<file path="src/rtl/size_class_slab_allocator_assert.svh">
// ----------------------------------------------------------------------------
// Slab allocator assertion macros
// Clocked checks on i_clk, held off while i_rst_n is low.
// ----------------------------------------------------------------------------
`ifndef SIZE_CLASS_SLAB_ALLOCATOR_ASSERT_SVH
`define SIZE_CLASS_SLAB_ALLOCATOR_ASSERT_SVH

// property holds at every edge out of reset
`define SCSA_ASSERT(lbl, prop, msg) \
    lbl: assert property (@(posedge i_clk) disable iff (!i_rst_n) prop) \
        else $error(msg);

// pre at one edge implies post at the next
`define SCSA_ASSERT_NEXT(lbl, pre, post, msg) \
    lbl: assert property (@(posedge i_clk) disable iff (!i_rst_n) (pre) |=> (post)) \
        else $error(msg);

`endif

</file>
<file path="src/rtl/scsa_pkg.sv">
// ----------------------------------------------------------------------------
// Slab allocator package
// Sizes, codes and the controller/datapath command and status types.
// ----------------------------------------------------------------------------
package scsa_pkg;

    localparam int SLOTS       = 256;
    localparam int SLOT_W      = 8;
    localparam int CLASSES     = 256;
    localparam int CLASS_W     = 8;
    localparam int MAX_BLOCKS  = 1024;
    localparam int BLK_W       = 10;
    localparam int CNT_W       = 11;
    localparam int FREE_W      = 9;
    localparam int HANDLE_W    = 18;
    localparam int STATUS_W    = 2;
    localparam int CHUNK_W     = 32;
    localparam int CHUNK_IX_W  = 5;
    localparam int CHUNKS      = SLOTS / CHUNK_W;
    localparam int CHUNK_SEL_W = 3;

    localparam logic KIND_ALLOC = 1'b0;
    localparam logic KIND_FREE  = 1'b1;

    localparam logic [STATUS_W-1:0] RS_OK        = 2'd0;
    localparam logic [STATUS_W-1:0] RS_EXHAUSTED = 2'd1;
    localparam logic [STATUS_W-1:0] RS_BAD_FREE  = 2'd2;

    typedef enum logic [2:0] {
        ST_IDLE, ST_DECIDE, ST_ALLOC, ST_SCAN, ST_FREE, ST_LINK, ST_RESP
    } t_state;

    typedef enum logic [3:0] {
        OP_NONE, OP_LOAD, OP_RES_ZERO, OP_RES_EXH, OP_RES_BAD, OP_NEW,
        OP_RD_HEAD, OP_ALLOC, OP_SCAN, OP_FREE, OP_LINK, OP_OUT
    } t_op;

    typedef struct packed {
        t_op op;
    } t_cmd;

    typedef struct packed {
        logic kind;
        logic size_zero;
        logic head_vld;
        logic blocks_full;
        logic handle_zero;
        logic handle_bad;
        logic slot_used;
        logic last_slot;
        logic was_full;
        logic scan_done;
        logic out_free;
    } t_stat;

    typedef struct packed {
        logic [CLASS_W-1:0] cls;
        logic [FREE_W-1:0]  free_cnt;
        logic [FREE_W-1:0]  low;
    } t_meta;

    typedef struct packed {
        logic             vld;
        logic [BLK_W-1:0] blk;
    } t_link;

endpackage

</file>
<file path="src/rtl/scsa_ctrl.sv">
// ----------------------------------------------------------------------------
// Slab allocator controller
// Sequences one word at a time through decide, update, scan and link steps.
// ----------------------------------------------------------------------------
`include "size_class_slab_allocator_assert.svh"

module scsa_ctrl (
    input  logic           i_clk,
    input  logic           i_rst_n,
    input  logic           i_in_valid,
    output logic           o_in_ready,
    input  scsa_pkg::t_stat i_stat,
    output scsa_pkg::t_cmd  o_cmd
);
    import scsa_pkg::*;

    t_state r_state, n_state;

    always_ff @(posedge i_clk) begin
        if (!i_rst_n) begin
            r_state <= ST_IDLE;
        end else begin
            r_state <= n_state;
        end
    end

    always_comb begin
        n_state    = r_state;
        o_cmd.op   = OP_NONE;
        o_in_ready = 1'b0;
        unique case (r_state)
            ST_IDLE: begin
                o_in_ready = 1'b1;
                if (i_in_valid) begin
                    o_cmd.op = OP_LOAD;
                    n_state  = ST_DECIDE;
                end
            end
            ST_DECIDE: begin
                if (i_stat.kind == KIND_ALLOC) begin
                    if (i_stat.size_zero) begin
                        o_cmd.op = OP_RES_ZERO;
                        n_state  = ST_RESP;
                    end else if (i_stat.head_vld) begin
                        o_cmd.op = OP_RD_HEAD;
                        n_state  = ST_ALLOC;
                    end else if (i_stat.blocks_full) begin
                        o_cmd.op = OP_RES_EXH;
                        n_state  = ST_RESP;
                    end else begin
                        o_cmd.op = OP_NEW;
                        n_state  = ST_RESP;
                    end
                end else begin
                    if (i_stat.handle_zero) begin
                        o_cmd.op = OP_RES_ZERO;
                        n_state  = ST_RESP;
                    end else if (i_stat.handle_bad) begin
                        o_cmd.op = OP_RES_BAD;
                        n_state  = ST_RESP;
                    end else begin
                        n_state = ST_FREE;
                    end
                end
            end
            ST_ALLOC: begin
                o_cmd.op = OP_ALLOC;
                n_state  = i_stat.last_slot ? ST_RESP : ST_SCAN;
            end
            ST_SCAN: begin
                o_cmd.op = OP_SCAN;
                if (i_stat.scan_done) begin
                    n_state = ST_RESP;
                end
            end
            ST_FREE: begin
                if (!i_stat.slot_used) begin
                    o_cmd.op = OP_RES_BAD;
                    n_state  = ST_RESP;
                end else begin
                    o_cmd.op = OP_FREE;
                    n_state  = i_stat.was_full ? ST_LINK : ST_RESP;
                end
            end
            ST_LINK: begin
                o_cmd.op = OP_LINK;
                n_state  = ST_RESP;
            end
            ST_RESP: begin
                if (i_stat.out_free) begin
                    o_cmd.op = OP_OUT;
                    n_state  = ST_IDLE;
                end
            end
            default: begin
                n_state = ST_IDLE;
            end
        endcase
    end

    `SCSA_ASSERT_NEXT(a_accept_decide, i_in_valid && o_in_ready, r_state == ST_DECIDE, "no decide")
    `SCSA_ASSERT(a_ready_idle, o_in_ready == (r_state == ST_IDLE), "ready outside idle")
    `SCSA_ASSERT(a_out_resp, (o_cmd.op == OP_OUT) |-> (r_state == ST_RESP), "output outside resp")

endmodule

</file>
<file path="config.mk">
export PLATFORM = sky130hd
export DESIGN_NAME = scsa_ctrl
export DESIGN_NICKNAME = d
export VERILOG_FILES = /design/src/rtl/scsa_pkg.sv /design/src/rtl/scsa_ctrl.sv
export VERILOG_INCLUDE_DIRS = /design/src /design/src/rtl
export SDC_FILE = /design/constraint.sdc
export NUM_CORES = 1
export LEC_CHECK = 0
export BUFFER_PORTS_ARGS = -buffer_cell sky130_fd_sc_hd__buf_2
export CAP_MARGIN = 10
export CORE_AREA = 2 2 39 41
export CTS_CLUSTER_DIAMETER = 80
export DETAILED_ROUTE_END_ITERATION = 16
export DIE_AREA = 0 0 41 43
export SETUP_SLACK_MARGIN = 0.05
export SYNTH_ARGS = -nofsm -noshare
export SYNTH_HDL_FRONTEND = slang
export SYNTH_SLANG_ARGS = --single-unit
</file>
<file path="constraint.sdc">
create_clock -name i_clk -period 1.8 [get_ports i_clk]
set_input_delay 0.27 -clock i_clk [delete_from_list [all_inputs] [get_ports i_clk]]
set_output_delay 0.27 -clock i_clk [all_outputs]
set_load 0.01 [all_outputs]
</file>
==> results of run 1 <==
-- layer usage --
layer | part of all wire | track usage | vias to the layer above
li1 | - | - | 260
met1 | 0.45 | 0.1465 | 210
met2 | 0.48 | 0.2000 | 14
met3 | 0.068 | 0.03665 | 0
met4 | 0 | 0.08000 | 0
met5 | 0 | 0 | -
-- cell families (layout without fill, tap and decap cells) --
family	after synthesis	in the layout
compound gates	23	23
buf+inv	6	28
flops	3	3
simple gates	26	26
-- cells in the mapped netlist --
library cell,count
clkbuf_1,2
nand2_1,2
inv_2,1
or4_1,1
inv_1,2
o32ai_1,1
nand2b_1,4
dfxtp_1,3
o22ai_1,1
nand3_1,4
nor3b_1,1
or3_1,2
buf_2,1
nor2b_1,2
o21ai_0,9
a21oi_1,6
nor3_1,2
a31oi_1,2
or2b_1,1
a21o_1,1
o31ai_1,2
nor4_1,1
a211oi_1,1
nor2_1,6
-- worst reg2reg max path, cell delays in order (launching register included) --
cell and delay, ps:
dfxtp_2 320, buf_4 160, or2b_4 300, or3_1 340, o31ai_1 80
-- power by group through the flow --
stage	logic, mW	registers [mW]	clock network [mW]
floorplan	0.402	0.132	0
global placement	0.631	0.116	0
detailed placement	0.635	0.117	0
CTS	0.640	0.118	0.126
global route	0.743	0.127	0.133
finish	0.663	0.121	0.117
-- repair_timing --
item                       in CTS  in global routing
pin swaps                       1                  0
resized for setup               2                  2
hold buffers                    0                  0
setup endpoints to repair       1                  2
-- final timing paths --
path	startpoint	end	cells after the start
max reg2reg	r_state[0]	r_state[0]	4
max	r_state[0]	o_cmd[0]	5
min	i_rst_n	r_state[1]	3
min reg2reg	r_state[0]	r_state[0]	2
-- cell type report --
cell class	instances	area (µm²)	area share
timing repair buffer	21	112.6	0.2200
multi-input combinational	49	280.3	0.5477
sequential	3	61.31	0.1198
clock buffer	4	26.28	0.05134
tap	16	20.02	0.03912
inverter	3	11.26	0.02200
==> results.cfg, run 1 <==
[route]
drtPass1Iterations = 2
vias = 484
wl_per_cell_um = 11.27
drcViolationCount = 0
drt_iter0_markers = 3
ant_nets = 0
vias_per_cell = 5.042
finalWirelength_um = 1082

[setup_path]
rrSetupSlack_ps = 490
critPathMaxFanout = 3
worst_path_largest_cell_delay_ps = 390
critPathKind = flip-flop to output pin
critPathTopFamily = simple AND/OR/NAND/NOR gates
cp-start-kind = flip-flop
worstSetupEndpointType = output pin
required_ps = 1530
cpMaxStageDelayCell = or4_1
crit_buf_inv = 2
cp.arrival_ps = 1530
crit_chain = inv_2, or3_4, or4_1, o21ai_1, buf_2

[power_and_ir_drop]
p_int_uw = 474.5
power_frac_seq = 0.134
leakagePower_nw = 0.2181
pwr-share-comb = 0.736
power_density_mw_per_mm2 = 1760
p_clk_frac = 0.130
ir_drop_uv = 777.6
p_sw_uw = 425.9
power.total_uw = 900.4
switching_share = 0.4730

[clocking]
cts_buffers = 3
post_cts_buffers = 0
clkSlewWorstSetupHoldPaths_ps = 40
clockRootBuffer = clkbuf_4
clockBufferDepth = 2
clkLatencyLatePin_ps = 230
clock_sinks = 3
tritoncts = yes
htreeDepth = 1

[timing]
clock.fmax_ghz = 0.5553
tightest_slew_ps = 279.0
finClkSkew_ps = 1.023
final_hold_viol_count = 0
rsz0062_at_grt = true
post-route-min-period_ps = 1801
setup_viol = 1
report.final.slew_viol_count = 0
fin_tns_setup_ps = -0.9450
timing.final.ws_setup_ps = -0.9450
post-route-period-util = 1.001
whs_ps = 321.9
relSlewSlack = 0.8136

[synth]
syn_inst = 58
synth-seq-cells = 3
synth-simple-area-share = 0.3908
synth_area_um2 = 355.3
synth_compound_area_frac = 0.3732
synthAdderAreaFrac = 0
yosysWarnings = 0
syn_area_per_cell_um2 = 6.127
yosysSeqAreaShare = 0.1690
yosysTopAreaCellShare = 0.1690
muxShareOfSynthArea = 0
synth_area_leaders = dfxtp_1 (17%), o21ai_0 (13%), a21oi_1 (8.5%)
yosysTopAreaCell = dfxtp_1
syn_nets = 72
synth_cell_types = 24
synth_xor_area_frac = 0
synth_top_family_by_area = simple AND/OR/NAND/NOR gates

[hold_path]
hp-class = input port to flip-flop

[grt]
grt_usage = 0.1291
grt_max_degree = 15
grt_pass1_wl_um = 1531
grt.overflow.total = 0
grt_pass1_vias = 397
antenna_found_initial = 0

[final_layout]
layout_common_cells = buf_2 (18), o21ai_0 (8), nor2_1 (6), a21oi_1 (6)
fin_util = 0.3698
largest_reg_flops = 3
layout_commonest_cell = buf_2
finalInstanceArea_um2 = 511.7
reg_top3 = r_state: 3 flops
largest-register = r_state
drive_gt1_frac = 0.3500
diodes = 0
nFillCells = 156
final_cells = 96
nets = 95
area_delta_synth_final_pct = 44.01

[run_status]
status = complete, but fails checks
violations = negative setup slack

[placed_design]
dpl.hpwl_um = 823.1
place_inst = 92
dp_slack_ps = 188.5
gp_congestion = 0.7341
placed_area_um2 = 475.5
io_buffers = 18

[floorplanning]
die_area_mm2 = 0.001763
start_util = 0.2568
fp.dieH_um = 43
num_rows = 14
fp.dieW_um = 41
core_area_mm2 = 0.001384
io_pins = 19

[job]
maxCapViolCount = 0
(Power assumes the default switching activity.)
==> run 2: changes to the inputs <==
- ABC_AREA: unset -> 1
- BUFFER_PORTS_ARGS: -buffer_cell sky130_fd_sc_hd__buf_2 -> -buffer_cell sky130_fd_sc_hd__buf_4
- PLACE_DENSITY: unset -> 0.68
==> run 2 against run 1 <==
- the flow now finishes without violations
- combinational power down 5.7%
- via count up 7.0%
- die area unchanged
- cell area up 15%
- sequential power up 41%
- hold slack worse by 25 ps
- global-route usage up 1.0 points
- non-clock buffer count down 3
- critical endpoint unchanged
- largest power group unchanged
==> results.cfg, run 2 <==
[grt]
antenna_found_initial = 0
grt.overflow.total = 0
grt_usage = 0.1394
grt_pass1_vias = 447
grt_max_degree = 9
grt_pass1_wl_um = 1649

[synth]
syn_nets = 87
yosysTopAreaCell = nand2_1
synth-seq-cells = 3
synth_area_leaders = nand2_1 (16%), dfxtp_1 (15%), nand3_1 (11%)
synth_commonest_cells = nand2_1 (18), inv_1 (12), nand3_1 (9)
yosysSeqAreaShare = 0.1450
synthArstFlopShare = 0
yosysMostFrequentCell = nand2_1
synth_cell_types = 18
yosysWarnings = 0
synth_edf_count = 0
syn_inst = 73
synth_xor_area_frac = 0
ys.flop_type = dfxtp_1
synth-simple-area-share = 0.4924
synth_area_um2 = 414.1
yosysTopAreaCellShare = 0.1631
muxShareOfSynthArea = 0
synth_compound_area_frac = 0.1994
synth_top_family_by_area = simple AND/OR/NAND/NOR gates
synthAdderAreaFrac = 0
syn_area_per_cell_um2 = 5.673

[timing]
tightest_slew_ps = 324.0
post-route-min-period_ps = 1623
final_hold_viol_count = 0
finClkSkew_ps = 6.169
report.final.slew_viol_count = 0
rsz0062_at_grt = false
post-route-period-util = 0.9017
setup_viol = 0
fin_tns_setup_ps = 0
clock.fmax_ghz = 0.6161
relSlewSlack = 0.7837

[clocking]
clkLatencyLatePin_ps = 240
htreeDepth = 1
clockRootBuffer = clkbuf_4
tritoncts = yes
clock_sinks = 3
clockBufferDepth = 2
post_cts_buffers = 0
cts_hold_buf = 0
cts_buffers = 3
clkSlewWorstSetupHoldPaths_ps = 30

[hold_path]
hold_depth = 3
hp-class = input port to flip-flop

[power_and_ir_drop]
power.total_uw = 919.0
ir_drop_uv = 640.7
power_density_mw_per_mm2 = 1556
leakagePower_nw = 0.3161

[floorplanning]
fp.dieH_um = 43
fp.dieW_um = 41
core_area_mm2 = 0.001384
io_pins = 19
num_rows = 14
start_util = 0.2993
die_area_mm2 = 0.001763

[final_layout]
largest-register = r_state
reg_top3 = r_state: 3 flops
diodes = 0
fin_util = 0.4268
largest_reg_flops = 3
drive_gt1_frac = 0.3936
layout_common_cells = nand2_1 (18), buf_4 (18), inv_1 (12)
area_delta_synth_final_pct = 42.60
nets = 109

[setup_path]
worst_path_largest_cell_delay_ps = 500
reg2regPathDepth = 7
critPathMaxFanout = 8
path_common_cell = nand2_1
crit_buf_inv = 3
cp.arrival_ps = 1350
critPathKind = flip-flop to output pin
worstSetupEndpointType = output pin
cp-start-kind = flip-flop
cpMaxStageDelayCell = dfxtp_1
crit_chain = nand2_1, inv_2, nand2_1, nand2_1, inv_2, o2111ai_1, buf_4
cp.depth = 7
critPathTopFamily = flip-flops
required_ps = 1530

[route]
ant_nets = 0
drt_iter0_markers = 7
drtPass1Iterations = 4
vias = 518
vias_per_cell = 4.709
wl_per_cell_um = 9.309
finalWirelength_um = 1024
drcViolationCount = 0

[job]
maxCapViolCount = 0

[run_status]
status = finished, final reports clean

[placed_design]
gp_congestion = 0.8318
dpl.hpwl_um = 872.4
io_buffers = 18
run 2: cell count changes after synthesis, sizes merged, moves of 2 or more:
cell and change:
nor2b -2, o211ai +3, clkbuf -2, nand3 +5, or3 -2, nand4 +3, nor2 +2, nand2b -4
inv +13, nand2 +18, a31oi -2, o31ai -2, o21ai -7
run 2: per-stage QoR:
stage | setup WS [ps] | std cells | area (µm²) | hold slack, ps
2_1_floorplan | 574.0 | 73 | 414.1 | 439.4
3_3_place_gp | 438.2 | 106 | 561.8 | 538.2
3_5_place_dp | 417.6 | 106 | 561.8 | 542.8
4_1_cts | 155.8 | 110 | 588.1 | 298.1
5_1_grt | 54.72 | 110 | 590.6 | 317.9
6_report | 176.9 | 110 | 590.6 | 297.2
run 2: path summary, 6_finish.rpt:
path                            slack [ps]       start          to
worst max-delay path                   180  r_state[2]    o_cmd[0]
worst min register to register         660  r_state[1]  r_state[0]
worst min-delay path                   300     i_rst_n  r_state[2]
worst max register to register         540  r_state[2]  r_state[1]
run 2: layout make-up:
class                      count  area (µm²)
inverter                      16       60.06
tap                           16       20.02
sequential                     3       62.56
multi-input combinational     53       286.5
timing repair buffer          18       135.1
fill                         149       793.3
clock buffer                   4       26.28
run 2: repair_timing:
item                                    4_1_cts  5_1_grt
endpoints found under the hold margin         0        0
endpoints found under the setup margin        0        1
resized for setup                             0        2
run 2: where the power goes:
| group | internal (mW) | total [mW] | switching [mW] |
|---|---|---|---|
| Combinational | 0.282 | 0.625 | 0.343 |
| Clock | 0.0834 | 0.123 | 0.0400 |
| Sequential | 0.103 | 0.171 | 0.0678 |
run 2: kinds of logic (layout without fill, tap and decap cells):
kind of cell,after synthesis,after routing
buffers and inverters,17,38
and+or+nand+nor,41,41
AOI/OAI and AO/OA,12,12
DFF,3,3
run 2: worst register-to-register path: stages (launching register included):
cell     delay (ps)
dfxtp_1         500
inv_1           150
nand3_1         140
nand2_1          70
nor2_1          100
nand2_1          60
nand2_1          80
a21oi_2          60
run 2: metal layers:
layer | global-route usage | vias to the layer above | part of all wire
met1 | 0.1346 | 224 | 0.41
li1 | - | 281 | -
met2 | 0.2563 | 11 | 0.51
met3 | 0.01571 | 2 | 0.054
met4 | 0.08000 | 0 | 0.024
met5 | 0 | - | 0
==> run 3: changes to the inputs <==
- BUFFER_PORTS_ARGS: -buffer_cell sky130_fd_sc_hd__buf_4 -> unset
- CAP_MARGIN: 10 -> unset
- CELL_PAD_IN_SITES_DETAIL_PLACEMENT: unset -> 0
- CELL_PAD_IN_SITES_GLOBAL_PLACEMENT: unset -> 1
- DONT_BUFFER_PORTS: unset -> 1
- PLACE_DENSITY: 0.68 -> 0.74
==> run 3 against run 2 <==
- die area is the same
- via count shrank 12%
- clock power down 5%
- wire length down 4.3%
- critical path type unchanged
- critical path depth unchanged
==> results.cfg, run 3 (synthesized netlist as in run 2, its figures left out) <==
[final_layout]
reg_top3 = r_state: 3 flops
drive_gt1_frac = 0.2237
nFillCells = 157
nets = 91
layout_commonest_cell = nand2_1
area_delta_synth_final_pct = 9.366
layout_common_cells = nand2_1 (18), inv_1 (12), nand3_1 (9)
largest-register = r_state
fin_util = 0.3273
diodes = 0
largest_reg_flops = 3

[power_and_ir_drop]
ir_drop_uv = 482.3
power.total_uw = 766.9
pwr-share-comb = 0.630
power_frac_seq = 0.217
power_density_mw_per_mm2 = 1693
switching_share = 0.5503
p_clk_frac = 0.153
p_int_uw = 344.8
p_sw_uw = 422.1
leakagePower_nw = 0.2276

[route]
drtPass1Iterations = 4
drt_iter0_markers = 9
drcViolationCount = 0
vias_per_cell = 4.978
ant_nets = 0
wl_per_cell_um = 10.65
vias = 458
finalWirelength_um = 980

[hold_path]
hp-class = input port to flip-flop
hold_path.startpoint = i_rst_n
hold_depth = 2

[timing]
relSlewSlack = 0.7837
finClkSkew_ps = 2.717
fin_tns_setup_ps = 0
clock.fmax_ghz = 0.6387
timing.final.ws_setup_ps = 234.4
final_hold_viol_count = 0
tightest_slew_ps = 324.1
report.final.slew_viol_count = 0
post-route-min-period_ps = 1566
post-route-period-util = 0.8698
setup_viol = 0
rsz0062_at_grt = false

[setup_path]
critPathKind = flip-flop to output pin
worst_path_largest_cell_delay_ps = 470
reg2regPathDepth = 7
critPathMaxFanout = 7
cpMaxStageDelayCell = dfxtp_1
reg2reg_from = r_state[2]
cp-start-kind = flip-flop
path_common_cell = nand2_1
worstSetupStartpoint = r_state[0]
required_ps = 1530
crit_chain = nor2_2, nand2_1, inv_2, nand2_1, nand2_1, inv_2, o2111ai_1
cp.arrival_ps = 1300
worstSetupEndpointType = output pin

[floorplanning]
start_util = 0.2993
fp.dieW_um = 41
io_pins = 19
die_area_mm2 = 0.001763
fp.dieH_um = 43
core_area_mm2 = 0.001384
num_rows = 14

[clocking]
post_cts_buffers = 0
cts_buffers = 3
clockBufferDepth = 2
clkLatencyLatePin_ps = 230
clkSlewWorstSetupHoldPaths_ps = 40
clockRootBuffer = clkbuf_4
htreeDepth = 1
ctsResizeCount = 0
cts_hold_buf = 0
clock_sinks = 3
tritoncts = yes

[grt]
grt.overflow.total = 0
grt_usage = 0.1293
grt_max_degree = 9
antenna_found_initial = 0
grt_pass1_vias = 408
grt_pass1_wl_um = 1552

[job]
maxCapViolCount = 0

[placed_design]
gp_congestion = 0.7703
io_buffers = 0
dp_slack_ps = 479.6
dpl.hpwl_um = 819.8

[run_status]
status = finished, final reports clean
-- run 3: cell types whose count changed in the layout (fill, tap and decap cells not counted) --
cell / before / now
buf_4: 18 / 0
dfxtp_1: 1 / 3
dfxtp_2: 2 / 0
-- run 3: path summary, 6_finish.rpt --
kind	endpoint	slack, ps
setup / recovery	o_cmd[0]	230
hold / removal	r_state[1]	220
hold reg to reg	r_state[2]	720
setup reg to reg	r_state[1]	560
-- run 3: routing by layer --
metal  track usage  share of wire  up-vias
met5             0              0        -
met4       0.06000              0        0
met3       0.03665          0.058        0
met2        0.2031           0.52       10
met1        0.1534           0.42      205
li1              -              -      243
-- run 3: per-stage QoR --
stage | area (µm²) | hold slack, ps | std cells
floorplan | 414.1 | 439.4 | 73
global placement | 426.7 | 455.6 | 88
detailed placement | 426.7 | 456.4 | 88
CTS | 452.9 | 218.6 | 92
global route | 452.9 | 227.1 | 92
finish | 452.9 | 216.9 | 92
-- run 3: cell type report --
class	instances	area [µm²]	area share
clock buffer	4	26.28	0.05801
sequential	3	60.06	0.1326
multi-input combinational	53	286.5	0.6326
tap	16	20.02	0.04420
inverter	16	60.06	0.1326
-- run 3: critical path, delay by kind of cell, from the launching register on --
kind / cells / cell delay [ps]
flip-flops: 1 / 470
buffers and inverters: 2 / 100
AO/OA/AOI/OAI: 1 / 170
AND/OR/NAND/NOR: 4 / 320
-- run 3: power groups by stage --
stage / registers (mW) / clock network (mW) / logic, mW
after floorplan: 0.136 / 0 / 0.446
after global placement: 0.167 / 0 / 0.485
after detailed placement: 0.167 / 0 / 0.486
after CTS: 0.165 / 0.119 / 0.490
after global routing: 0.171 / 0.128 / 0.554
final: 0.166 / 0.117 / 0.484
